==> src/rtl/core/uer_pkg.sv <==
// Shared types and constants for the ultrasonic echo ranger.
`timescale 1ns / 1ps

package uer_pkg;

   // configuration register indexes
   localparam logic [1:0] CSR_TRIG_TICKS   = 2'd0;
   localparam logic [1:0] CSR_GAP_TICKS    = 2'd1;
   localparam logic [1:0] CSR_TICKS_PER_CM = 2'd2;

   localparam logic [9:0]  TRIG_TICKS_RST   = 10'd20;
   localparam logic [19:0] GAP_TICKS_RST    = 20'd50000;
   localparam logic [7:0]  TICKS_PER_CM_RST = 8'd58;

   localparam int DIST_W = 20;

   // tick counter operations
   typedef logic [2:0] tick_op_type;
   localparam tick_op_type TK_HOLD   = 3'd0;
   localparam tick_op_type TK_INC    = 3'd1;
   localparam tick_op_type TK_SATINC = 3'd2;
   localparam tick_op_type TK_ZERO   = 3'd3;
   localparam tick_op_type TK_ONE    = 3'd4;

   typedef struct packed {
      logic        step;
      logic        restart;
      tick_op_type tick_op;
      logic        sum_add;
      logic        round_inc;
      logic        div_start;
      logic        div_step;
      logic        rsp_load;
      logic        rsp_trig;
      logic        rsp_busy;
      logic        rsp_done;
   } dp_cmd_type;

   typedef struct packed {
      logic trig_end;
      logic gap_end;
      logic last_round;
      logic div_last;
   } dp_status_type;

endpackage

==> src/rtl/core/uer_ctrl.sv <==
// Controller: ranging phase machine, item handshake and divider sequencing.
`timescale 1ns / 1ps

module uer_ctrl (
   input  logic                   clock,
   input  logic                   reset,
   input  logic                   req_valid,
   output logic                   req_stall,
   input  logic                   req_start_req,
   input  logic                   req_echo,
   output logic                   rsp_valid,
   input  logic                   rsp_stall,
   output uer_pkg::dp_cmd_type    cmd,
   input  uer_pkg::dp_status_type status
);

   localparam logic [2:0] PH_IDLE = 3'd0;
   localparam logic [2:0] PH_TRIG = 3'd1;
   localparam logic [2:0] PH_RISE = 3'd2;
   localparam logic [2:0] PH_HIGH = 3'd3;
   localparam logic [2:0] PH_GAP  = 3'd4;

   localparam logic [1:0] S_WAIT = 2'd0;
   localparam logic [1:0] S_DIV  = 2'd1;
   localparam logic [1:0] S_FIN  = 2'd2;

   logic [2:0] phase_ff, phase_in, phase_eff;
   logic [1:0] seq_ff, seq_in;
   logic       rsp_valid_ff, rsp_valid_in;
   logic       accept;
   logic       done;

   assign req_stall = (seq_ff != S_WAIT) || (rsp_valid_ff && rsp_stall);
   assign accept    = req_valid && !req_stall;
   assign rsp_valid = rsp_valid_ff;

   always_comb begin
      cmd       = '0;
      phase_in  = phase_ff;
      seq_in    = seq_ff;
      phase_eff = phase_ff;
      done      = 1'b0;

      unique case (seq_ff)
         S_WAIT: begin
            if (accept) begin
               cmd.step = 1'b1;
               if (phase_ff == PH_IDLE && req_start_req) begin
                  cmd.restart = 1'b1;
                  phase_eff   = PH_TRIG;
               end
               phase_in = phase_eff;
               unique case (phase_eff)
                  PH_TRIG: begin
                     cmd.rsp_trig = 1'b1;
                     if (status.trig_end) begin
                        cmd.tick_op = uer_pkg::TK_ZERO;
                        phase_in    = PH_RISE;
                     end else begin
                        cmd.tick_op = uer_pkg::TK_INC;
                     end
                  end
                  PH_RISE: begin
                     if (req_echo) begin
                        cmd.tick_op = uer_pkg::TK_ONE;
                        phase_in    = PH_HIGH;
                     end
                  end
                  PH_HIGH: begin
                     if (req_echo) begin
                        cmd.tick_op = uer_pkg::TK_SATINC;
                     end else begin
                        cmd.tick_op   = uer_pkg::TK_ZERO;
                        cmd.sum_add   = 1'b1;
                        cmd.round_inc = 1'b1;
                        phase_in      = PH_GAP;
                     end
                  end
                  PH_GAP: begin
                     if (status.gap_end) begin
                        cmd.tick_op = uer_pkg::TK_ZERO;
                        if (status.last_round) begin
                           done     = 1'b1;
                           phase_in = PH_IDLE;
                        end else begin
                           phase_in = PH_TRIG;
                        end
                     end else begin
                        cmd.tick_op = uer_pkg::TK_INC;
                     end
                  end
                  default: ;
               endcase
               // the averaging item waits for the divider
               if (done) begin
                  cmd.div_start = 1'b1;
                  seq_in        = S_DIV;
               end else begin
                  cmd.rsp_load = 1'b1;
                  cmd.rsp_busy = phase_in != PH_IDLE;
               end
            end
         end
         S_DIV: begin
            cmd.div_step = 1'b1;
            if (status.div_last) begin
               seq_in = S_FIN;
            end
         end
         S_FIN: begin
            cmd.rsp_load = 1'b1;
            cmd.rsp_done = 1'b1;
            seq_in       = S_WAIT;
         end
         default: seq_in = S_WAIT;
      endcase
   end

   assign rsp_valid_in = cmd.rsp_load || (rsp_valid_ff && rsp_stall);

   always_ff @(posedge clock) begin
      if (reset) begin
         phase_ff     <= PH_IDLE;
         seq_ff       <= S_WAIT;
         rsp_valid_ff <= 1'b0;
      end else begin
         phase_ff     <= phase_in;
         seq_ff       <= seq_in;
         rsp_valid_ff <= rsp_valid_in;
      end
   end

endmodule

==> config.mk <==
export PLATFORM = sky130hd
export DESIGN_NAME = uer_ctrl
export DESIGN_NICKNAME = d
export VERILOG_FILES = /design/src/rtl/core/uer_pkg.sv /design/src/rtl/core/uer_ctrl.sv
export SDC_FILE = /design/constraint.sdc
export NUM_CORES = 1
export LEC_CHECK = 0
export ABC_CLOCK_PERIOD_IN_PS = 2450
export BUFFER_PORTS_ARGS = -buffer_cell sky130_fd_sc_hd__buf_4
export CAP_MARGIN = 20
export CORE_AREA = 2 2 39 41
export DETAILED_ROUTE_END_ITERATION = 8
export DIE_AREA = 0 0 41 43
export PLACE_DENSITY_LB_ADDON = 0.15
export SYNTH_ARGS = -nofsm -noshare
export SYNTH_HDL_FRONTEND = slang
export SYNTH_SLANG_ARGS = --single-unit
==> constraint.sdc <==
create_clock -name clock -period 2.45 [get_ports clock]
set_input_delay 0.49 -clock clock [delete_from_list [all_inputs] [get_ports clock]]
set_output_delay 0.49 -clock clock [all_outputs]
set_load 0.01 [all_outputs]
==> results.sh, run 1 <==
export IMPL_synth_edf_count=0
export IMPL_gp_congestion=0.785
export IMPL_cts_sinks=6
export IMPL_crit_type="reg -> out"
export IMPL_cp_data_required_time_ns=1.96
export IMPL_worstPathCellList="nand3b_1 -> or3b_1 -> a21oi_1 -> nor2_1 -> buf_4"
export IMPL_wl_per_cell_um=11.5
export IMPL_cap_violations=0
export IMPL_crit_family="simple AND/OR/NAND/NOR gates"
export IMPL_grt_pass1_wl_mm=1.90
export IMPL_cts_buffer_depth=2
export IMPL_yosysMostFrequentCell="nor2_1"
export IMPL_coreArea_sq_mm=0.00138
export IMPL_drt_total_wl_mm=1.23
export IMPL_crit_fanout=11
export IMPL_setup_viol=0
export IMPL_antenna_left=0
export IMPL_via_per_inst=5.31
export IMPL_cts_hold_buffers=0
export IMPL_grtUsageTotal=0.151
export IMPL_first_pass_iters=4
export IMPL_hpwl_um=915
export IMPL_cts_tree="yes"
export IMPL_syn_area_sq_um=508
export IMPL_numPortBuffers=24
export IMPL_tns_ns=0
export IMPL_internal_power_mw=0.194
export IMPL_areaGrowthSynthToFinish_pct=39.9
export IMPL_slowest_delay_ns=0.48
export IMPL_min_path_type="in -> reg"
export IMPL_fin_nets=103
export IMPL_p_comb_frac=0.270
export IMPL_postSynth_asyncResetShare=0
export IMPL_switchingPower_mw=0.0712
export IMPL_diodes=0
export IMPL_ys_top_cells_by_count="nor2_1, a21oi_1, dfxtp_1"
export IMPL_syn_nets=78
export IMPL_dieArea_sq_mm=0.00176
export IMPL_vias=568
export IMPL_die_w_um=41
export IMPL_post_route_drc_count=0
export IMPL_worstSetupStartpointType="flip-flop"
export IMPL_final_max_slew_violation_count=0
export IMPL_synthCells=68
export IMPL_grt_antenna_before_repair=0
export IMPL_drive_above_1_share=0.341
export IMPL_worst_slew_pin_slew_ns=0.478
export IMPL_h_tree_depth=1
export IMPL_grt_overflow_total=0
export IMPL_peakVddDrop_v=0.000224
export IMPL_rows=14
export IMPL_ys_top_cells_by_area="dfxtp_1, nor2_1, a21oi_1"
export IMPL_ys_flop_type="dfxtp_1"
export IMPL_p_per_area_mw_per_mm2=373
export IMPL_start_util=0.367
export IMPL_power_frac_clock=0.326
export IMPL_path_clk_slew_ns=0.04
export IMPL_end_kind="output port"
export IMPL_synth_warnings=0
export IMPL_p_sw_frac=0.269
export IMPL_postCtsSetupBuffers=0
export IMPL_worstPathArrival_ns=1.71
export IMPL_status="finished clean"
export IMPL_cts_root_buffer="clkbuf_4"
export IMPL_power_frac_seq=0.404
export IMPL_avgSynthCellArea_sq_um=7.47
export IMPL_grt_max_degree=17
export IMPL_drtIter0Drc=7
export IMPL_hold_violations=0
export IMPL_clkLatencyLatePin_ns=0.24
export IMPL_max_slew_margin=0.681
export IMPL_instances_no_fill=107
export IMPL_boundaryPins=25
export IMPL_period_share=0.898
export IMPL_ys_types=30
export IMPL_numCtsBuffers=3
export IMPL_post_place_cells=104
export IMPL_final_setup_skew_ns=0.00160
export IMPL_path_buf_inv=1
export IMPL_max_freq_mhz=455
export IMPL_synth_top_cell_by_area="dfxtp_1"
export IMPL_synth_top_area_frac=0.236
export IMPL_dieHeight_um=43
export IMPL_synth_seq_cells=6
export IMPL_final_min_clock_period_ns=2.20
export IMPL_cts_resized=0
export IMPL_rsz0062_at_grt="false"
export IMPL_synth_seq_area_share=0.236
export IMPL_slowest_stage="or3b_1"
export IMPL_grt_pass1_vias=451
export IMPL_leakage_nw=0.327
placed cells by master (no fill, tap or decap), types with 3 or more instances in the layout:
cell	synthesis	routed
nor2_1	9	9
a21oi_1	6	6
o21ai_0	3	3
nor3b_1	3	3
nor2b_1	3	3
nand3b_1	3	3
clkbuf_4	0	3
buf_4	2	25
and3_1	3	3
nor4_1	3	3
dfxtp_1	6	6
nand2b_1	3	3
inv_1	3	3
cell families after synthesis:
family | count (synthesis) | share of synthesized area
buffers and inverters | 8 | 0.0763
muxes | 1 | 0.0222
AOI/OAI and AO/OA | 17 | 0.232
and+or+nand+nor | 36 | 0.434
DFF | 6 | 0.236
worst reg2reg max path, delay by kind of cell (launching register included):
family             cells  cell delay, ns
and+or+nand+nor        2            0.72
DFF                    1            0.39
AOI/OAI and AO/OA      2            0.37
per-layer routing:
| layer | up-vias | GRT usage | part of all wire |
|---|---|---|---|
| met3 | 0 | 0.0314 | 0.052 |
| met4 | 0 | 0.0600 | 0 |
| li1 | 295 | - | - |
| met5 | - | 0 | 0 |
| met1 | 261 | 0.250 | 0.50 |
| met2 | 12 | 0.181 | 0.45 |
registers in the layout (all words and copies together) (netlist names):
| signal | count |
|---|---|
| seq_ff | 2 |
| phase_ff | 3 |
| rsp_valid | 1 |
power by group through the flow:
stage               registers [mW]  logic (mW)  clock network (mW)
finish                       0.107      0.0715              0.0865
global route                 0.107      0.0791               0.101
CTS                          0.107      0.0719              0.0919
detailed placement           0.108      0.0716                   0
global placement             0.108      0.0720                   0
floorplan                    0.105      0.0386                   0
final timing paths:
check                            startpoint          end  slack, ns  depth (start not counted)
worst max-delay path            phase_ff[0]       cmd[3]       0.25                          5
worst min-delay path                  reset  phase_ff[1]       0.47                          2
worst max register to register  phase_ff[0]    rsp_valid       0.84                          4
worst min register to register    rsp_valid    rsp_valid       0.54                          2
through the flow:
| step | setup WS, ns | power [mW] | util | hold slack, ns | instance area (sq um) |
|---|---|---|---|---|---|
| 2_1_floorplan | 0.626 | 0.144 | - | 0.523 | 508 |
| 3_3_place_gp | 0.412 | 0.180 | 0.497 | 0.537 | 688 |
| 3_5_place_dp | 0.441 | 0.180 | 0.497 | 0.536 | 688 |
| 4_1_cts | 0.248 | 0.271 | 0.514 | 0.457 | 711 |
| 5_1_grt | 0.138 | 0.287 | 0.514 | 0.455 | 711 |
| 6_report | 0.250 | 0.265 | 0.514 | 0.468 | 711 |
final cells by class:
class / instances / area (sq um)
well taps: 16 / 20.0
fillers: 146 / 673
clock buffers: 3 / 22.5
inverters: 3 / 11.3
multi-input cells: 54 / 349
flip-flops and latches: 6 / 120
repair buffers: 25 / 188
Power figures use the tool's default switching activity.
==> run 2, diff against run 1 <==
--- a/config.mk
+++ b/config.mk
@@ -8,9 +8,11 @@
 export ABC_CLOCK_PERIOD_IN_PS = 2450
 export BUFFER_PORTS_ARGS = -buffer_cell sky130_fd_sc_hd__buf_4
 export CAP_MARGIN = 20
-export CORE_AREA = 2 2 39 41
+export CELL_PAD_IN_SITES_DETAIL_PLACEMENT = 1
+export CELL_PAD_IN_SITES_GLOBAL_PLACEMENT = 2
+export CORE_MARGIN = 2
+export CORE_UTILIZATION = 24
 export DETAILED_ROUTE_END_ITERATION = 8
-export DIE_AREA = 0 0 41 43
 export PLACE_DENSITY_LB_ADDON = 0.15
 export SYNTH_ARGS = -nofsm -noshare
 export SYNTH_HDL_FRONTEND = slang
==> run 2 against run 1 <==
  * Non-clock buffer count unchanged
  * Power increased by 2.0%
  * Largest power group unchanged
  * Clock-buffer cell count unchanged
  * Core utilization decreased by 15 points
  * First-iteration DRC count decreased by 100%
  * Setup slack got worse by 0.036 ns
  * Critical endpoint unchanged
==> results.sh, run 2 (same netlist as run 1, synthesis figures left out) <==
export IMPL_path_buf_inv=1
export IMPL_cts_sinks=6
export IMPL_worstPathArrival_ns=1.75
export IMPL_hpwl_mm=1.22
export IMPL_post_route_drc_count=0
export IMPL_cts_buffer_depth=2
export IMPL_gp_congestion=0.706
export IMPL_boundaryPins=25
export IMPL_vias=571
export IMPL_min_path_type="in -> reg"
export IMPL_areaGrowthSynthToFinish_pct=42.6
export IMPL_max_slew_margin=0.656
export IMPL_cts_resized=0
export IMPL_drtIter0Drc=0
export IMPL_numPortBuffers=24
export IMPL_crit_type="reg -> out"
export IMPL_layout_common_cells="buf_4, nor2_1, a21oi_1, dfxtp_1"
export IMPL_drive_above_1_share=0.341
export IMPL_power_frac_clock=0.331
export IMPL_finalHoldWorstSlack_ns=0.467
export IMPL_p_comb_frac=0.272
export IMPL_wl_per_cell_um=13.4
export IMPL_start_util=0.256
export IMPL_final_max_slew_violation_count=0
export IMPL_worstSetupStartpointType="flip-flop"
export IMPL_post_place_cells=115
export IMPL_fin_nets=103
export IMPL_peakVddDrop_v=0.000238
export IMPL_die_w_um=50.0
export IMPL_rsz0062_at_grt="false"
export IMPL_postCtsSetupBuffers=0
export IMPL_p_sw_frac=0.283
export IMPL_instances_no_fill=118
export IMPL_largest_reg_flops=3
export IMPL_hold_violations=0
export IMPL_numCtsBuffers=3
export IMPL_final_common_cell="buf_4"
export IMPL_switchingPower_mw=0.0764
export IMPL_dieArea_sq_mm=0.00250
export IMPL_tns_ns=0
export IMPL_regMostFlops="phase_ff"
export IMPL_first_pass_iters=1
export IMPL_cap_violations=0
export IMPL_end_kind="output port"
export IMPL_grt_overflow_total=0
export IMPL_grt_pass1_wl_mm=2.46
export IMPL_path_clk_slew_ns=0.04
export IMPL_leakage_nw=0.327
export IMPL_grt_antenna_before_repair=0
export IMPL_via_per_inst=4.84
export IMPL_cts_hold_buffers=0
export IMPL_dieHeight_um=50.0
export IMPL_rows=16
export IMPL_cts_root_buffer="clkbuf_4"
export IMPL_slowest_delay_ns=0.49
export IMPL_grtUsageTotal=0.128
export IMPL_drt_total_wl_mm=1.59
export IMPL_max_freq_mhz=447
export IMPL_power_frac_seq=0.397
export IMPL_crit_fanout=11
export IMPL_worst_slew_pin_slew_ns=0.515
export IMPL_worstPathCellList="nand3b_1 -> or3b_1 -> a21oi_1 -> nor2_1 -> buf_4"
export IMPL_p_per_area_mw_per_mm2=373
export IMPL_cts_tree="yes"
export IMPL_slowest_stage="or3b_1"
export IMPL_final_setup_skew_ns=0.000696
export IMPL_setup_viol=0
export IMPL_h_tree_depth=1
export IMPL_grt_max_degree=17
export IMPL_grt_pass1_vias=535
export IMPL_internal_power_mw=0.194
export IMPL_crit_family="simple AND/OR/NAND/NOR gates"
export IMPL_period_share=0.912
export IMPL_cp_data_required_time_ns=1.96
export IMPL_final_min_clock_period_ns=2.24
export IMPL_final_core_util=0.366
export IMPL_antenna_left=0
export IMPL_clkLatencyLatePin_ns=0.24
export IMPL_status="finished clean"
export IMPL_diodes=0
export IMPL_coreArea_sq_mm=0.00198
==> run 2: cell counts in the layout (fill, tap and decap cells not counted) <==
Identical to the previous run, type by type.
==> run 2: per-stage QoR <==
step	total power, mW	setup WS (ns)	area (sq um)
finish	0.270	0.215	724
CTS	0.275	0.198	724
global route	0.285	0.0983	724
global placement	0.183	0.392	702
floorplan	0.144	0.626	508
detailed placement	0.184	0.380	702
==> run 2: cell type report <==
class | count | area, sq um
Fill cell | 259 | 1260
Clock buffer | 3 | 22.5
Inverter | 3 | 11.3
Multi-Input combinational cell | 54 | 349
Timing Repair Buffer | 25 | 188
Sequential cell | 6 | 120
Tap cell | 27 | 33.8
==> run 2: routing by layer <==
metal  GRT usage  up-vias  share of wire
met5           0        -              0
met4      0.0556        0              0
met3      0.0121        0          0.028
met2       0.191       11           0.46
met1       0.182      268           0.51
li1            -      292              -
==> run 2: path summary, 6_finish.rpt <==
check | startpoint | to | slack [ns] | cells past startpoint
max | phase_ff[0] | cmd[3] | 0.21 | 5
min reg2reg | rsp_valid | rsp_valid | 0.55 | 2
max reg2reg | phase_ff[0] | rsp_valid | 0.79 | 4
min | reset | phase_ff[1] | 0.47 | 2
==> run 2: power groups by stage <==
stage | Sequential, mW | Clock [mW] | Combinational (mW)
floorplan | 0.105 | 0 | 0.0386
global placement | 0.109 | 0 | 0.0743
detailed placement | 0.109 | 0 | 0.0744
CTS | 0.107 | 0.0933 | 0.0748
global route | 0.108 | 0.0960 | 0.0811
finish | 0.107 | 0.0894 | 0.0734
==> run 2: worst register-to-register path, cell delays in order (launching register included) <==
cell and delay [ns]:
dfxtp_1 0.40, nand3b_1 0.25, or3b_1 0.49, a221oi_1 0.32
a211oi_1 0.09
