--- src/rtl/core/uer_pkg.sv ---
// Shared types and constants for the ultrasonic echo ranger.
`timescale 1ns / 1ps

package uer_pkg;

   // configuration register indexes
   localparam logic [1:0] CSR_TRIG_TICKS   = 2'd0;
   localparam logic [1:0] CSR_GAP_TICKS    = 2'd1;
   localparam logic [1:0] CSR_TICKS_PER_CM = 2'd2;

   localparam logic [9:0]  TRIG_TICKS_RST   = 10'd20;
   localparam logic [19:0] GAP_TICKS_RST    = 20'd50000;
   localparam logic [7:0]  TICKS_PER_CM_RST = 8'd58;

   localparam int DIST_W = 20;

   // tick counter operations
   typedef logic [2:0] tick_op_type;
   localparam tick_op_type TK_HOLD   = 3'd0;
   localparam tick_op_type TK_INC    = 3'd1;
   localparam tick_op_type TK_SATINC = 3'd2;
   localparam tick_op_type TK_ZERO   = 3'd3;
   localparam tick_op_type TK_ONE    = 3'd4;

   typedef struct packed {
      logic        step;
      logic        restart;
      tick_op_type tick_op;
      logic        sum_add;
      logic        round_inc;
      logic        div_start;
      logic        div_step;
      logic        rsp_load;
      logic        rsp_trig;
      logic        rsp_busy;
      logic        rsp_done;
   } dp_cmd_type;

   typedef struct packed {
      logic trig_end;
      logic gap_end;
      logic last_round;
      logic div_last;
   } dp_status_type;

endpackage

--- src/rtl/core/uer_dpath.sv ---
// Datapath: config registers, tick/round/sum counters, divider and result register.
`timescale 1ns / 1ps

module uer_dpath #(
   parameter int READINGS  = 5,
   parameter int ECHO_BITS = 16
) (
   input  logic                     clock,
   input  logic                     reset,
   input  logic                     csr_valid,
   input  logic [1:0]               csr_index,
   input  logic [19:0]              csr_wdata,
   input  uer_pkg::dp_cmd_type      cmd,
   output uer_pkg::dp_status_type   status,
   output logic                     rsp_trig,
   output logic                     rsp_busy_res,
   output logic                     rsp_done_res,
   output logic [uer_pkg::DIST_W-1:0] rsp_distance_q4
);

   localparam int TICK_W = (ECHO_BITS > 20) ? ECHO_BITS : 20;
   localparam int RND_W  = $clog2(READINGS + 1);
   localparam int SUM_W  = ECHO_BITS + $clog2(READINGS);
   localparam int NUM_W  = SUM_W + 4;
   localparam int DIV_W  = 8 + $clog2(READINGS + 1);
   localparam int CNT_W  = $clog2(NUM_W);
   localparam int WIDE_W = (NUM_W > uer_pkg::DIST_W) ? NUM_W : uer_pkg::DIST_W;
   localparam logic [TICK_W-1:0] ECHO_MAX = TICK_W'({ECHO_BITS{1'b1}});
   localparam logic [WIDE_W-1:0] DIST_MAX = WIDE_W'({uer_pkg::DIST_W{1'b1}});

   logic [9:0]  trig_ticks_ff;
   logic [19:0] gap_ticks_ff;
   logic [7:0]  ticks_per_cm_ff;

   logic [TICK_W-1:0] tick_ff, tick_in, tick_base;
   logic [TICK_W:0]   tick_inc;
   logic [RND_W-1:0]  round_ff, round_in;
   logic [SUM_W-1:0]  sum_ff, sum_in;
   logic [9:0]        trig_len;

   logic [NUM_W-1:0]  quo_ff, quo_in;
   logic [DIV_W-1:0]  rem_ff, rem_in;
   logic [DIV_W-1:0]  dvsr_ff, dvsr_in;
   logic [CNT_W-1:0]  cnt_ff, cnt_in;
   logic [DIV_W:0]    rem_shift;
   logic              quo_bit;
   logic [7:0]        tpc_eff;
   logic [WIDE_W-1:0] quo_ext;
   logic [uer_pkg::DIST_W-1:0] dist_sat;

   logic              trig_out_ff, busy_out_ff, done_out_ff;
   logic [uer_pkg::DIST_W-1:0] dist_out_ff;

   // configuration registers
   always_ff @(posedge clock) begin
      if (reset) begin
         trig_ticks_ff   <= uer_pkg::TRIG_TICKS_RST;
         gap_ticks_ff    <= uer_pkg::GAP_TICKS_RST;
         ticks_per_cm_ff <= uer_pkg::TICKS_PER_CM_RST;
      end else if (csr_valid) begin
         unique case (csr_index)
            uer_pkg::CSR_TRIG_TICKS:   trig_ticks_ff   <= csr_wdata[9:0];
            uer_pkg::CSR_GAP_TICKS:    gap_ticks_ff    <= csr_wdata;
            uer_pkg::CSR_TICKS_PER_CM: ticks_per_cm_ff <= csr_wdata[7:0];
            default: ;
         endcase
      end
   end

   // tick counter; a restart counts from zero
   assign tick_base = cmd.restart ? '0 : tick_ff;
   assign tick_inc  = {1'b0, tick_base} + (TICK_W+1)'(1);
   assign trig_len  = (trig_ticks_ff == 10'd0) ? 10'd1 : trig_ticks_ff;

   assign status.trig_end   = tick_inc >= (TICK_W+1)'(trig_len);
   assign status.gap_end    = tick_inc >= (TICK_W+1)'(gap_ticks_ff);
   assign status.last_round = round_ff >= RND_W'(READINGS);
   assign status.div_last   = cnt_ff == CNT_W'(NUM_W - 1);

   always_comb begin
      tick_in = tick_ff;
      case (cmd.tick_op)
         uer_pkg::TK_INC:    tick_in = tick_inc[TICK_W-1:0];
         uer_pkg::TK_SATINC: tick_in = (tick_ff < ECHO_MAX) ? tick_inc[TICK_W-1:0] : tick_ff;
         uer_pkg::TK_ZERO:   tick_in = '0;
         uer_pkg::TK_ONE:    tick_in = TICK_W'(1);
         default:            tick_in = tick_base;
      endcase
   end

   always_comb begin
      round_in = cmd.restart ? '0 : round_ff;
      sum_in   = cmd.restart ? '0 : sum_ff;
      if (cmd.round_inc) begin
         round_in = round_ff + RND_W'(1);
      end
      if (cmd.sum_add) begin
         sum_in = sum_ff + SUM_W'(tick_ff[ECHO_BITS-1:0]);
      end
   end

   always_ff @(posedge clock) begin
      if (reset) begin
         tick_ff  <= '0;
         round_ff <= '0;
         sum_ff   <= '0;
      end else if (cmd.step) begin
         tick_ff  <= tick_in;
         round_ff <= round_in;
         sum_ff   <= sum_in;
      end
   end

   // restoring divider, one quotient bit per cycle
   assign tpc_eff   = (ticks_per_cm_ff == 8'd0) ? 8'd1 : ticks_per_cm_ff;
   assign rem_shift = {rem_ff, quo_ff[NUM_W-1]};
   assign quo_bit   = rem_shift >= {1'b0, dvsr_ff};

   always_comb begin
      quo_in  = quo_ff;
      rem_in  = rem_ff;
      dvsr_in = dvsr_ff;
      cnt_in  = cnt_ff;
      if (cmd.div_start) begin
         quo_in  = {sum_ff, 4'b0000};
         rem_in  = '0;
         dvsr_in = DIV_W'(32'(tpc_eff) * READINGS);
         cnt_in  = '0;
      end else if (cmd.div_step) begin
         quo_in = {quo_ff[NUM_W-2:0], quo_bit};
         rem_in = quo_bit ? DIV_W'(rem_shift - {1'b0, dvsr_ff}) : rem_shift[DIV_W-1:0];
         cnt_in = cnt_ff + CNT_W'(1);
      end
   end

   always_ff @(posedge clock) begin
      if (reset) begin
         cnt_ff <= '0;
      end else begin
         cnt_ff <= cnt_in;
      end
   end

   always_ff @(posedge clock) begin
      quo_ff  <= quo_in;
      rem_ff  <= rem_in;
      dvsr_ff <= dvsr_in;
   end

   // clamp the quotient to the result width
   assign quo_ext  = WIDE_W'(quo_ff);
   assign dist_sat = (quo_ext > DIST_MAX) ? '1 : quo_ext[uer_pkg::DIST_W-1:0];

   // result register
   always_ff @(posedge clock) begin
      if (cmd.rsp_load) begin
         trig_out_ff <= cmd.rsp_trig;
         busy_out_ff <= cmd.rsp_busy;
         done_out_ff <= cmd.rsp_done;
         dist_out_ff <= cmd.rsp_done ? dist_sat : '0;
      end
   end

   assign rsp_trig        = trig_out_ff;
   assign rsp_busy_res    = busy_out_ff;
   assign rsp_done_res    = done_out_ff;
   assign rsp_distance_q4 = dist_out_ff;

endmodule

--- config.mk ---
export PLATFORM = sky130hd
export DESIGN_NAME = uer_dpath
export DESIGN_NICKNAME = d
export VERILOG_FILES = /design/src/rtl/core/uer_pkg.sv /design/src/rtl/core/uer_dpath.sv
export SDC_FILE = /design/constraint.sdc
export NUM_CORES = 1
export LEC_CHECK = 0
export BUFFER_PORTS_ARGS = -buffer_cell sky130_fd_sc_hd__buf_2
export CORE_ASPECT_RATIO = 1.25
export CORE_MARGIN = 2
export CORE_UTILIZATION = 55
export DETAILED_ROUTE_END_ITERATION = 7
export HOLD_SLACK_MARGIN = 0.1
export PLACE_DENSITY = 0.83
export SETUP_SLACK_MARGIN = 0.1
export SYNTH_ARGS = -nofsm -noshare
export SYNTH_HDL_FRONTEND = slang
export SYNTH_SLANG_ARGS = --single-unit
--- constraint.sdc ---
create_clock -name clock -period 3 [get_ports clock]
set_input_delay 0.15 -clock clock [delete_from_list [all_inputs] [get_ports clock]]
set_output_delay 0.15 -clock clock [all_outputs]
set_load 0.02 [all_outputs]
==> summary.md, run 1 <==
| Metric | Value |
|---|---|
| Post-synth EDFFs | `53` |
| Setup Skew | `0.00776 ns` |
| Grt total ovfl | `0` |
| Via total after detailed routing | `7324` |
| Final period util | `115%` |
| Sequential cell area fraction in the yosys report | `41.0%` |
| Cell Rows | `51` |
| Clock sinks | `153` |
| Combined global-route utilization of all metal layers | `24.2%` |
| Pwr dens | `497 nW/um^2` |
| Warnings, synthesis | `0` |
| Worst setup path category | `reg2out` |
| Area of all sequential standard cells | `3600 sq um` |
| Total I/O pin count | `65` |
| Largest cells by area after synthesis | `sky130_fd_sc_hd__dfxtp_1 (23%), sky130_fd_sc_hd__edfxtp_1 (18%), sky130_fd_sc_hd__ha_1 (9.6%), sky130_fd_sc_hd__nor2_1 (5.6%), sky130_fd_sc_hd__a21oi_1 (3.1%)` |
| Number of buffers inserted by port buffering | `64` |
| Count of TritonRoute iterations in the first routing pass | `5` |
| Combined area of the multi-input logic cells | `4810 sq um` |
| Peak fanout along the critical path | `2` |
| Worst slack after detailed placement | `-0.109 ns` |
| Number of standard cells in the final layout excluding fillers | `1285` |
| Core area | `15600 sq um` |
| Clock transition time at the flip-flop clock pins of the worst setup and hold paths | `0.06 ns` |
| Placer's final routability congestion estimate | `0.930` |
| Die Span X | `117 microns` |
| Failing checks | `setup timing` |
| Data arrival at the endpoint of the critical path | `3.29 ns` |
| Max-cap violations | `0` |
| Launching element type of the critical path | `flop` |
| Headroom to the max-slew limit | `43.1%` |
| Final Hold Viols | `0` |
| Wire length of the first global-routing pass | `32.9 mm` |
| Cell at the root of the clock tree | `sky130_fd_sc_hd__clkbuf_16` |
| Initial detailed-routing violation count | `434` |
| Worst voltage drop across the vdd grid | `0.000324 V` |
| Slew at the pin with the worst max-slew slack | `0.853 ns` |
| Die Span Y | `145 microns` |
| Asr flop ratio synth | `0%` |
| Tightest Hold Check Type | `in2reg` |
| Unique cell type count in the Yosys netlist | `73` |
| Result of the run | `complete, but fails checks` |
| Fraction of layout cells with a size suffix above 1 | `15.6%` |
| Synthesized flop and latch total | `153` |
| Cell taking the most area after synthesis | `sky130_fd_sc_hd__dfxtp_1` |
| Total inserted antenna cells | `0` |
| Number of routed nets with antenna violations | `0` |
| Vias in the first global route | `7094` |
| Most frequently used flop master after synthesis | `sky130_fd_sc_hd__dfxtp_1` |
| Total negative setup slack | `-0.644 ns` |
| Data required, critical path | `2.85 ns` |
| Area of the die | `17000 sq um` |
| Via density | `5.70` |
| Placed Instances | `1227` |
| Crit end category | `primary output` |
| Maximum clock frequency | `290 MHz` |
| Tmin final | `3.44 ns` |
| Share of Yosys cell area claimed by the top area cell type | `22.8%` |
| Synthesized netlist net count | `1066` |
| Number of filler instances in the final layout | `1228` |
| Average instance area after synthesis | `9.16 sq um` |
| Power, Total | `0.00517 W` |
| Initial core utilization | `56.4%` |
| Maximum number of pins on one net before global-route repair | `53` |
| Final Net Count | `1168` |
| Detailed Route WL | `19.5 mm` |
| Reg2reg path depth | `10` |
| Detail-routed net length per standard cell | `15.2 microns` |
| Antenna violations before repair | `0` |
| Clock Latency Late Sink | `0.44 ns` |
| Cell count after synthesis | `958` |
| Detail Placement HPWL | `13.7 mm` |
| Static leakage | `4.37 nW` |
| Maximum buffer depth of the clock tree | `2` |
| Unrepaired setup endpoints after global routing | `yes` |
| Max H-tree Level | `4` |
| Final setup fails | `2` |
| Syn-to-layout area delta | `18.4%` |
| Number of buffers added by the clock tree synthesis step | `17` |
| Hold path depth | `1` |
| Final setup margin | `-0.443 ns` |
| Post-layout util | `66.7%` |
| Drt drc | `0` |
| Clock tree from TritonCTS | `yes` |
| Number of pins exceeding their max-slew limit in the final report | `0` |
| Total standard cell area after synthesis | `8770 sq um` |
layout make-up:
class | count | area share, %
well taps | 212 | 2.55
flip-flops and latches | 153 | 34.6
clock inverters | 8 | 0.951
inverters | 65 | 2.35
clock buffers | 24 | 4.44
multi-input cells | 691 | 46.3
repair buffers | 132 | 8.76
what timing repair did:
action	4_1_cts	5_1_grt
resized for setup	11	8
pin swaps	15	2
hold buffers	23	0
setup buffers	3	0
hold endpoints to repair	42	0
setup endpoints to repair	3	3
power breakdown:
| part | internal [W] | switching [W] |
|---|---|---|
| registers | 0.00226 | 0.0000585 |
| logic | 0.000325 | 0.000451 |
| clock network | 0.00124 | 0.000825 |
worst max-delay path: stages, from the launching register on:
cell and delay (ns):
sky130_fd_sc_hd__dfxtp_2 0.34, sky130_fd_sc_hd__nor2b_4 0.14, sky130_fd_sc_hd__ha_2 0.18, sky130_fd_sc_hd__nand4_1 0.19, sky130_fd_sc_hd__nor3_4 0.18, sky130_fd_sc_hd__nand3_1 0.10, sky130_fd_sc_hd__xor2_1 0.15, sky130_fd_sc_hd__nor2_1 0.08
sky130_fd_sc_hd__ha_1 0.31, sky130_fd_sc_hd__nand4_1 0.11, sky130_fd_sc_hd__o21ai_1 0.13, sky130_fd_sc_hd__o21ai_1 0.07, sky130_fd_sc_hd__a22oi_1 0.15, sky130_fd_sc_hd__o311a_1 0.16, sky130_fd_sc_hd__o211ai_1 0.10, sky130_fd_sc_hd__a311oi_2 0.29
sky130_fd_sc_hd__buf_4 0.19
per-layer routing:
metal	routed length, microns	global-route usage, %	vias to the layer above
met3	824	4.89	51
met1	8280	29.4	3430
met2	9820	40.9	193
met4	592	10.3	0
li1	-	-	3650
met5	0	0	-
stage by stage:
stage          hold slack, ns  instance area [sq um]
4_1_cts                 0.140                  10400
5_1_grt                 0.162                  10400
2_1_floorplan           0.249                   8820
3_5_place_dp            0.334                   9520
3_3_place_gp            0.334                   9520
6_report                0.153                  10400
state kept, by name (all words and copies together), names as in the netlist:
register	cells
ticks_per_cm_ff	8
gap_ticks_ff	20
round_ff	3
quo_ext	23
trig_ticks_ff	10
rem_ff	11
sum_ff	19
rsp_busy_res	1
dvsr_ff	11
rsp_trig	1
rsp_distance_q4	20
cnt_ff	5
rsp_done_res	1
tick_ff	20
worst paths after layout:
path / startpoint / to / slack (ns)
max: tick_ff[1]$_SDFFE_PP0P_ / status[2] / -0.44
min: cmd[0] / rsp_done_res$_DFFE_PP_ / 0.15
max reg2reg: tick_ff[0]$_SDFFE_PP0P_ / sum_ff[14]$_SDFFE_PP0P_ / 0.27
min reg2reg: gap_ticks_ff[16]$_SDFFE_PP0P_ / gap_ticks_ff[16]$_SDFFE_PP0P_ / 0.45
cells in the mapped netlist (4+ instances only):
| master | n |
|---|---|
| sky130_fd_sc_hd__clkbuf_1 | 39 |
| sky130_fd_sc_hd__buf_1 | 4 |
| sky130_fd_sc_hd__a211oi_1 | 16 |
| sky130_fd_sc_hd__a31oi_1 | 7 |
| sky130_fd_sc_hd__o21bai_1 | 9 |
| sky130_fd_sc_hd__or3_1 | 7 |
| sky130_fd_sc_hd__o21a_1 | 26 |
| sky130_fd_sc_hd__inv_1 | 65 |
| sky130_fd_sc_hd__nor3b_1 | 4 |
| sky130_fd_sc_hd__nor4_1 | 7 |
| sky130_fd_sc_hd__o21ai_0 | 28 |
| sky130_fd_sc_hd__o31ai_1 | 4 |
| sky130_fd_sc_hd__o211ai_1 | 4 |
| sky130_fd_sc_hd__and2_1 | 5 |
| sky130_fd_sc_hd__edfxtp_1 | 53 |
| sky130_fd_sc_hd__a211o_1 | 12 |
| sky130_fd_sc_hd__nand3_1 | 21 |
| sky130_fd_sc_hd__a22oi_1 | 26 |
| sky130_fd_sc_hd__nor2_1 | 130 |
| sky130_fd_sc_hd__xnor2_1 | 23 |
| sky130_fd_sc_hd__nor3_1 | 16 |
| sky130_fd_sc_hd__nor2b_1 | 14 |
| sky130_fd_sc_hd__o21ai_1 | 4 |
| sky130_fd_sc_hd__and3_1 | 5 |
| sky130_fd_sc_hd__ha_1 | 67 |
| sky130_fd_sc_hd__a21oi_1 | 54 |
| sky130_fd_sc_hd__dfxtp_1 | 100 |
| sky130_fd_sc_hd__a21o_1 | 9 |
| sky130_fd_sc_hd__nand2b_1 | 5 |
| sky130_fd_sc_hd__nand4_1 | 11 |
| sky130_fd_sc_hd__a22o_1 | 17 |
| sky130_fd_sc_hd__nand3b_1 | 5 |
| sky130_fd_sc_hd__mux2i_1 | 18 |
| sky130_fd_sc_hd__a2111oi_0 | 4 |
| sky130_fd_sc_hd__xor2_1 | 26 |
| sky130_fd_sc_hd__nand2_1 | 58 |
layout by cell type (no fill, tap or decap), drive strengths merged, types with 21 or more instances in the layout:
cell type	instances
buf	109
nor2	131
nand2	58
ha	67
clkbuf	24
dfxtp	100
inv	66
dlygate4sd3	23
nand3	21
a21oi	55
o21ai	33
edfxtp	53
o21a	26
a22oi	26
xnor2	23
xor2	26
kinds of logic after synthesis:
family | after synthesis | share of synthesized area [%]
AND/OR/NAND/NOR | 300 | 16.2
buffers and inverters | 114 | 5.06
multiplexers | 18 | 2.05
XOR/XNOR | 49 | 4.89
adder cells (fa/ha/maj) | 71 | 10.4
flip-flops | 153 | 41.0
AO/OA/AOI/OAI | 253 | 20.5
No activity file was read; power rests on OpenSTA's default activity.
==> run 2: changes to the inputs <==
--- a/config.mk
+++ b/config.mk
@@ -7,7 +7,6 @@
 export LEC_CHECK = 0
 export BUFFER_PORTS_ARGS = -buffer_cell sky130_fd_sc_hd__buf_2
 export CORE_ASPECT_RATIO = 1.25
-export CORE_MARGIN = 2
 export CORE_UTILIZATION = 55
 export DETAILED_ROUTE_END_ITERATION = 7
 export HOLD_SLACK_MARGIN = 0.1
==> constraint.sdc (replaced) <==
create_clock -name clock -period 3 [get_ports clock]
set_input_delay 0.9 -clock clock [delete_from_list [all_inputs] [get_ports clock]]
set_output_delay 0.9 -clock clock [all_outputs]
set_load 0.02 [all_outputs]
==> run 2 against run 1 <==
Via count increased by 1.3%. The flow still finishes with violations (setup timing). Maximum frequency fell by 25%. Largest cell class unchanged. Die area is 3.1% lower.
==> summary.md, run 2 (synthesized netlist as in run 1, its figures left out) <==
| Metric | Value |
|---|---|
| Result of the run | `complete, but fails checks` |
| Failing checks | `setup timing` |
| Detailed Route WL | `19.6 mm (+0.61%)` |
| Peak fanout along the critical path | `4 (+2)` |
| Worst setup path category | `in2out` |
| Final setup fails | `2 (unchanged)` |
| Die Span Y | `143 microns (-1.4%)` |
| Placer's final routability congestion estimate | `0.914 (-1.7%)` |
| Grt total ovfl | `0 (unchanged)` |
| Worst r2r dst | `sum_ff[14]$_SDFFE_PP0P_` |
| Vias in the first global route | `6967 (-1.8%)` |
| Unrepaired setup endpoints after global routing | `yes` |
| Fraction of layout cells with a size suffix above 1 | `19.7% (+4.1 points)` |
| Power, Total | `0.00515 W (-0.38%)` |
| Tmin final | `4.57 ns (+1.12 ns)` |
| Number of flip-flops in the largest register | `23 (unchanged)` |
| Final setup margin | `-1.57 ns (-1.12 ns)` |
| Detail-routed net length per standard cell | `15.0 microns (-1.0%)` |
| Headroom to the max-slew limit | `58.4% (+15 points)` |
| Crit end category | `primary output` |
| Number of buffers inserted by port buffering | `64 (unchanged)` |
| Clock Latency Late Sink | `0.43 ns (about the same)` |
| Detail Placement HPWL | `14.1 mm (+3.2%)` |
| Combined global-route utilization of all metal layers | `24.9% (+0.74 points)` |
| Reg-to-Reg Start | `tick_ff[0]$_SDFFE_PP0P_` |
| Wire length of the first global-routing pass | `32.4 mm (-1.5%)` |
| Highest-count cells in the layout ignoring fill and taps | `sky130_fd_sc_hd__nor2_1 (130), sky130_fd_sc_hd__dfxtp_1 (100), sky130_fd_sc_hd__buf_4 (87)` |
| Via density | `5.68 (-0.32%)` |
| Total inserted antenna cells | `0 (unchanged)` |
| Via total after detailed routing | `7420 (+1.3%)` |
| Total I/O pin count | `65 (unchanged)` |
| Final period util | `152% (+37 points)` |
| Worst voltage drop across the vdd grid | `0.000454 V (+40%)` |
| Syn-to-layout area delta | `20.5%` |
| Clock transition time at the flip-flop clock pins of the worst setup and hold paths | `0.07 ns (about the same)` |
| Initial detailed-routing violation count | `480 (+11%)` |
| Maximum number of pins on one net before global-route repair | `39 (-26%)` |
| Antenna violations before repair | `0 (unchanged)` |
| Max-cap violations | `0 (unchanged)` |
| Clock tree from TritonCTS | `yes` |
| Most common library cell in the layout ignoring fill and taps | `sky130_fd_sc_hd__nor2_1` |
| Final Net Count | `1189 (+1.8%)` |
| Max H-tree Level | `4 (unchanged)` |
| Data required, critical path | `2.10 ns (-0.75 ns)` |
| Count of TritonRoute iterations in the first routing pass | `6 (+1)` |
| Reg2reg path depth | `10 (unchanged)` |
| Maximum clock frequency | `219 MHz (-25%)` |
| Area of the die | `16500 sq um (-3.1%)` |
| Cell at the root of the clock tree | `sky130_fd_sc_hd__clkbuf_16` |
| Hold path depth | `2 (+1)` |
| CP Capture Point | `status[2]` |
| Data arrival at the endpoint of the critical path | `3.67 ns (+0.38 ns)` |
| Drt drc | `0 (unchanged)` |
| Core area | `15600 sq um (unchanged)` |
| Post-CTS Hold Fix Bufs | `0 (-100%)` |
| Slew at the pin with the worst max-slew slack | `0.624 ns (-0.230 ns)` |
| Number of routed nets with antenna violations | `0 (unchanged)` |
| Worst slack after detailed placement | `-1.56 ns (-1.45 ns)` |
| Critical Path Source | `cmd[11]` |
| Number of pins exceeding their max-slew limit in the final report | `0 (unchanged)` |
| Clock sinks | `153 (unchanged)` |
| Static leakage | `4.51 nW (+3.2%)` |
| Maximum buffer depth of the clock tree | `2 (unchanged)` |
| Die Span X | `115 microns (-1.7%)` |
| Number of buffers added by the clock tree synthesis step | `17 (unchanged)` |
| Final Hold Viols | `0 (unchanged)` |
| Slack of the worst reg-to-reg path | `0.27 ns (about the same)` |
| Cell Rows | `51 (unchanged)` |
| Launching element type of the critical path | `primary input` |
| Setup Skew | `0.00669 ns (-0.00107 ns)` |
| Tightest Hold Check Type | `reg2reg` |
| Initial core utilization | `56.4% (unchanged)` |
| Pwr dens | `487 nW/um^2 (-2.1%)` |
[run 2: changes by cell type in the layout (fill, tap and decap cells not counted), moves of 4 or more]
cell / before / now
sky130_fd_sc_hd__clkbuf_1: 6 / 1
sky130_fd_sc_hd__buf_4: 45 / 87
sky130_fd_sc_hd__inv_6: 1 / 5
sky130_fd_sc_hd__buf_12: 1 / 5
sky130_fd_sc_hd__nor2_1: 126 / 130
sky130_fd_sc_hd__dlygate4sd3_1: 23 / 0
sky130_fd_sc_hd__nor2_2: 4 / 0
[run 2: how the worst min path moves through the flow]
stage	from	to	slack, ns
final	gap_ticks_ff[13]$_SDFFE_PP0P_	gap_ticks_ff[13]$_SDFFE_PP0P_	0.45
after CTS	gap_ticks_ff[7]$_SDFFE_PP0P_	gap_ticks_ff[7]$_SDFFE_PP0P_	0.46
after detailed placement	gap_ticks_ff[17]$_SDFFE_PP0P_	gap_ticks_ff[17]$_SDFFE_PP0P_	0.45
after floorplan	rem_ff[10]$_SDFFE_PP0P_	rem_ff[10]$_SDFFE_PP0P_	0.43
after global placement	gap_ticks_ff[13]$_SDFFE_PP0P_	gap_ticks_ff[13]$_SDFFE_PP0P_	0.44
after global routing	rem_ff[10]$_SDFFE_PP0P_	rem_ff[10]$_SDFFE_PP0P_	0.48
[run 2: per-stage QoR]
step | TNS (ns) | hold slack (ns) | util [%] | instance area (sq um) | std cells
floorplan | -2.52 | 0.432 | - | 8820 | 958
global placement | -2.66 | 0.442 | 63.4 | 9870 | 1268
detailed placement | -2.78 | 0.448 | 63.4 | 9870 | 1268
CTS | -2.63 | 0.457 | 67.4 | 10500 | 1303
global route | -2.97 | 0.477 | 67.9 | 10600 | 1306
finish | -2.67 | 0.454 | 67.9 | 10600 | 1306
[run 2: routing by layer]
layer | vias to the layer above | part of all wire (%) | GRT usage [%] | wire (microns)
li1 | 3697 | - | - | -
met1 | 3478 | 44 | 30.4 | 8660
met2 | 199 | 50 | 43.7 | 9800
met3 | 46 | 3.7 | 3.65 | 724
met4 | 0 | 2.3 | 10.0 | 450
met5 | - | 0 | 0 | 0
[run 2: layout make-up]
type | count | area, sq um
inverter | 65 | 244
timing repair buffer | 153 | 1060
tap | 212 | 265
multi-input combinational | 691 | 4840
fill | 1173 | 5000
clock buffer | 18 | 429
sequential | 153 | 3590
clock inverter | 14 | 139
[run 2: what timing repair did]
item,4_1_cts,5_1_grt
setup buffers,3,3
hold endpoints to repair,0,0
pin swaps,25,8
setup endpoints to repair,2,4
gates resized for setup,7,12
[run 2: report_power, final]
| group | leakage (nW) | total, W | internal, W | switching, W |
|---|---|---|---|---|
| clock network | 0.266 | 0.00207 | 0.00116 | 0.000905 |
| logic | 2.88 | 0.000760 | 0.000317 | 0.000444 |
| registers | 1.36 | 0.00232 | 0.00226 | 0.0000584 |
| total | 4.51 | 0.00515 | 0.00374 | 0.00141 |
[run 2: worst max-delay path, stage by stage]
cell and delay, ns:
sky130_fd_sc_hd__buf_12 0.11, sky130_fd_sc_hd__nor2b_4 0.13, sky130_fd_sc_hd__ha_4 0.14, sky130_fd_sc_hd__buf_4 0.10, sky130_fd_sc_hd__inv_1 0.05, sky130_fd_sc_hd__nor2_1 0.15, sky130_fd_sc_hd__nand4_1 0.12, sky130_fd_sc_hd__xor2_1 0.16
sky130_fd_sc_hd__nor2_1 0.17, sky130_fd_sc_hd__ha_1 0.28, sky130_fd_sc_hd__a21oi_1 0.14, sky130_fd_sc_hd__o21ai_0 0.11, sky130_fd_sc_hd__a21oi_1 0.15, sky130_fd_sc_hd__a22oi_1 0.08, sky130_fd_sc_hd__o311a_1 0.35, sky130_fd_sc_hd__o211ai_1 0.22
sky130_fd_sc_hd__a311oi_2 0.14, sky130_fd_sc_hd__buf_4 0.18
==> run 3: changes to the inputs <==
--- a/config.mk
+++ b/config.mk
@@ -6,7 +6,7 @@
 export NUM_CORES = 1
 export LEC_CHECK = 0
 export BUFFER_PORTS_ARGS = -buffer_cell sky130_fd_sc_hd__buf_2
-export CORE_ASPECT_RATIO = 1.25
+export CORE_ASPECT_RATIO = 1.5
 export CORE_UTILIZATION = 55
 export DETAILED_ROUTE_END_ITERATION = 7
 export HOLD_SLACK_MARGIN = 0.1
==> run 3 against run 2 <==
Largest power group unchanged. The flow still finishes with violations (setup timing). Clock power about the same. Cell count is 0.92% lower. Hold slack improved by 0.00056 ns. Via count is 3.0% higher. First-iteration DRC count shrank 21%. Wire length is 5.8% higher. Final area decreased by 1.1%. Global-route usage grew 0.96 points.
==> summary.md, run 3 (synthesized netlist as in run 1, its figures left out) <==
| Metric | Value |
|---|---|
| Die Span X | `105 microns (-8.6%)` |
| Worst voltage drop across the vdd grid | `0.000353 V (-22%)` |
| GR Util met1 | `27.2% (-3.2 points)` |
| Grt total ovfl | `0 (unchanged)` |
| Final setup margin | `-1.42 ns (+0.147 ns)` |
| Number of flip-flops in the largest register | `23 (unchanged)` |
| Number of buffers inserted by port buffering | `64 (unchanged)` |
| Core area | `15600 sq um (+0.35%)` |
| Clock Latency Late Sink | `0.43 ns (about the same)` |
| Total inserted antenna cells | `0 (unchanged)` |
| Vias in the first global route | `7443 (+6.8%)` |
| Power, Total | `0.00516 W (+0.29%)` |
| Placed Instances | `1260 (-0.63%)` |
| Final Hold Viols | `0 (unchanged)` |
| Wire length of the first global-routing pass | `34.1 mm (+5.4%)` |
| Crit end category | `primary output` |
| Die Span Y | `157 microns (+9.4%)` |
| Pwr dens | `493 nW/um^2 (+1.4%)` |
| Clock sinks | `153 (unchanged)` |
| Number of standard cells in the final layout excluding fillers | `1294 (-0.92%)` |
| Max H-tree Level | `4 (unchanged)` |
| Final Net Count | `1186 (-0.25%)` |
| Syn-to-layout area delta | `19.2%` |
| Post-CTS Hold Fix Bufs | `0 (unchanged)` |
| Most common library cell in the layout ignoring fill and taps | `sky130_fd_sc_hd__nor2_1` |
| Max-cap violations | `0 (unchanged)` |
| Maximum buffer depth of the clock tree | `2 (unchanged)` |
| Failing checks | `setup timing` |
| Cell Rows | `56 (+9.8%)` |
| Setup Skew | `0.00804 ns (+0.00135 ns)` |
| Initial detailed-routing violation count | `381 (-21%)` |
| Number of buffers added by the clock tree synthesis step | `17 (unchanged)` |
| Clock tree from TritonCTS | `yes` |
| Via total after detailed routing | `7641 (+3.0%)` |
| Final setup fails | `2 (unchanged)` |
| Fraction of layout cells with a size suffix above 1 | `19.2% (-0.40 points)` |
| Count of TritonRoute iterations in the first routing pass | `5 (-1)` |
| Final period util | `147% (-4.9 points)` |
| Launching element type of the critical path | `primary input` |
| Headroom to the max-slew limit | `27.3% (-31 points)` |
| Number of routed nets with antenna violations | `0 (unchanged)` |
| Grt peak-use layer | `met2` |
| Tightest Hold Check Type | `reg2reg` |
| Maximum clock frequency | `226 MHz (+3.3%)` |
| Via density | `5.90 (+3.9%)` |
| Met2 track demand over resource | `48.5% (+4.8 points)` |
| Area of the die | `16500 sq um (about the same)` |
| Tmin final | `4.42 ns (-0.147 ns)` |
| Detailed Route WL | `20.8 mm (+5.8%)` |
| Slew at the pin with the worst max-slew slack | `1.08 ns (+0.460 ns)` |
| Number of pins exceeding their max-slew limit in the final report | `0 (unchanged)` |
| Antenna violations before repair | `0 (unchanged)` |
| Clock transition time at the flip-flop clock pins of the worst setup and hold paths | `0.06 ns (about the same)` |
| Placer's final routability congestion estimate | `0.919 (+0.48%)` |
| Combined global-route utilization of all metal layers | `25.9% (+0.96 points)` |
| Highest-count cells in the layout ignoring fill and taps | `sky130_fd_sc_hd__nor2_1 (129), sky130_fd_sc_hd__dfxtp_1 (100), sky130_fd_sc_hd__buf_4 (87)` |
| Result of the run | `complete, but fails checks` |
| Maximum number of pins on one net before global-route repair | `35 (-10%)` |
| Drt drc | `0 (unchanged)` |
| Initial core utilization | `56.2% (-0.20 points)` |
| Static leakage | `4.47 nW (-0.85%)` |
| Peak fanout along the critical path | `4 (unchanged)` |
| Data required, critical path | `2.10 ns (about the same)` |
| Detail-routed net length per standard cell | `16.1 microns (+6.8%)` |
| Detail Placement HPWL | `15.0 mm (+5.9%)` |
| Met3 capacity usage during global routing | `4.75% (+1.1 points)` |
| Cell at the root of the clock tree | `sky130_fd_sc_hd__clkbuf_16` |
| Unrepaired setup endpoints after global routing | `yes` |
| Worst setup path category | `in2out` |
| Total I/O pin count | `65 (unchanged)` |
| Data arrival at the endpoint of the critical path | `3.52 ns (-0.15 ns)` |
run 3: cell count changes in the layout (fill, tap and decap cells not counted), sizes merged:
| cell | before | now |
|---|---|---|
| clkinv | 3 | 2 |
| buf | 153 | 150 |
| clkinvlp | 4 | 5 |
run 3: cell type report:
class,count,area [sq um]
fill,1199,5160
multi-input combinational,691,4820
sequential,153,3590
timing repair buffer,150,985
clock buffer,18,429
tap,203,254
inverter,65,244
clock inverter,14,138
run 3: critical path: stages:
cell	delay (ns)
sky130_fd_sc_hd__buf_8	0.10
sky130_fd_sc_hd__nor2b_1	0.11
sky130_fd_sc_hd__ha_2	0.20
sky130_fd_sc_hd__buf_6	0.10
sky130_fd_sc_hd__inv_2	0.04
sky130_fd_sc_hd__nor2_4	0.08
sky130_fd_sc_hd__nand4_1	0.11
sky130_fd_sc_hd__xor2_1	0.15
sky130_fd_sc_hd__nor2_1	0.14
sky130_fd_sc_hd__ha_1	0.28
sky130_fd_sc_hd__a21oi_2	0.14
sky130_fd_sc_hd__o21ai_1	0.09
sky130_fd_sc_hd__a21oi_1	0.17
sky130_fd_sc_hd__a22oi_1	0.09
sky130_fd_sc_hd__o311a_1	0.30
sky130_fd_sc_hd__o211ai_1	0.21
sky130_fd_sc_hd__a311oi_2	0.13
sky130_fd_sc_hd__buf_4	0.17
run 3: power breakdown:
group | leakage [nW] | internal, W | total, W | switching, W
Combinational | 2.84 | 0.000318 | 0.000771 | 0.000453
Sequential | 1.36 | 0.00226 | 0.00232 | 0.0000603
Clock | 0.264 | 0.00116 | 0.00207 | 0.000908
run 3: worst paths after layout:
check	start	endpoint	slack (ns)	cells past startpoint
setup reg to reg	tick_ff[0]$_SDFFE_PP0P_	sum_ff[14]$_SDFFE_PP0P_	0.20	10
hold / removal	gap_ticks_ff[1]$_SDFFE_PP0P_	gap_ticks_ff[1]$_SDFFE_PP0P_	0.45	2
setup / recovery	cmd[11]	status[2]	-1.42	18
hold reg to reg	gap_ticks_ff[1]$_SDFFE_PP0P_	gap_ticks_ff[1]$_SDFFE_PP0P_	0.45	2
run 3: layer usage:
layer  up-vias  wire length (microns)
li1       3707                      -
met1      3621                   8160
met2       249                  10900
met3        64                    860
met4         0                    809
met5         -                      0
run 3: what timing repair did:
item	4_1_cts	5_1_grt
buffers inserted	2	0
gates resized for setup	12	5
pin swaps	25	11
endpoints found under the setup margin	3	3
run 3: through the flow:
stage | area (sq um) | TNS (ns) | worst slack, ns | util [%] | hold WS (ns)
floorplan | 8820 | -2.52 | -1.60 | - | 0.432
global placement | 9810 | -2.63 | -1.46 | 62.8 | 0.442
detailed placement | 9810 | -2.79 | -1.50 | 62.8 | 0.446
CTS | 10400 | -2.61 | -1.44 | 66.8 | 0.456
global route | 10500 | -2.97 | -1.61 | 67.0 | 0.477
finish | 10500 | -2.66 | -1.42 | 67.0 | 0.454
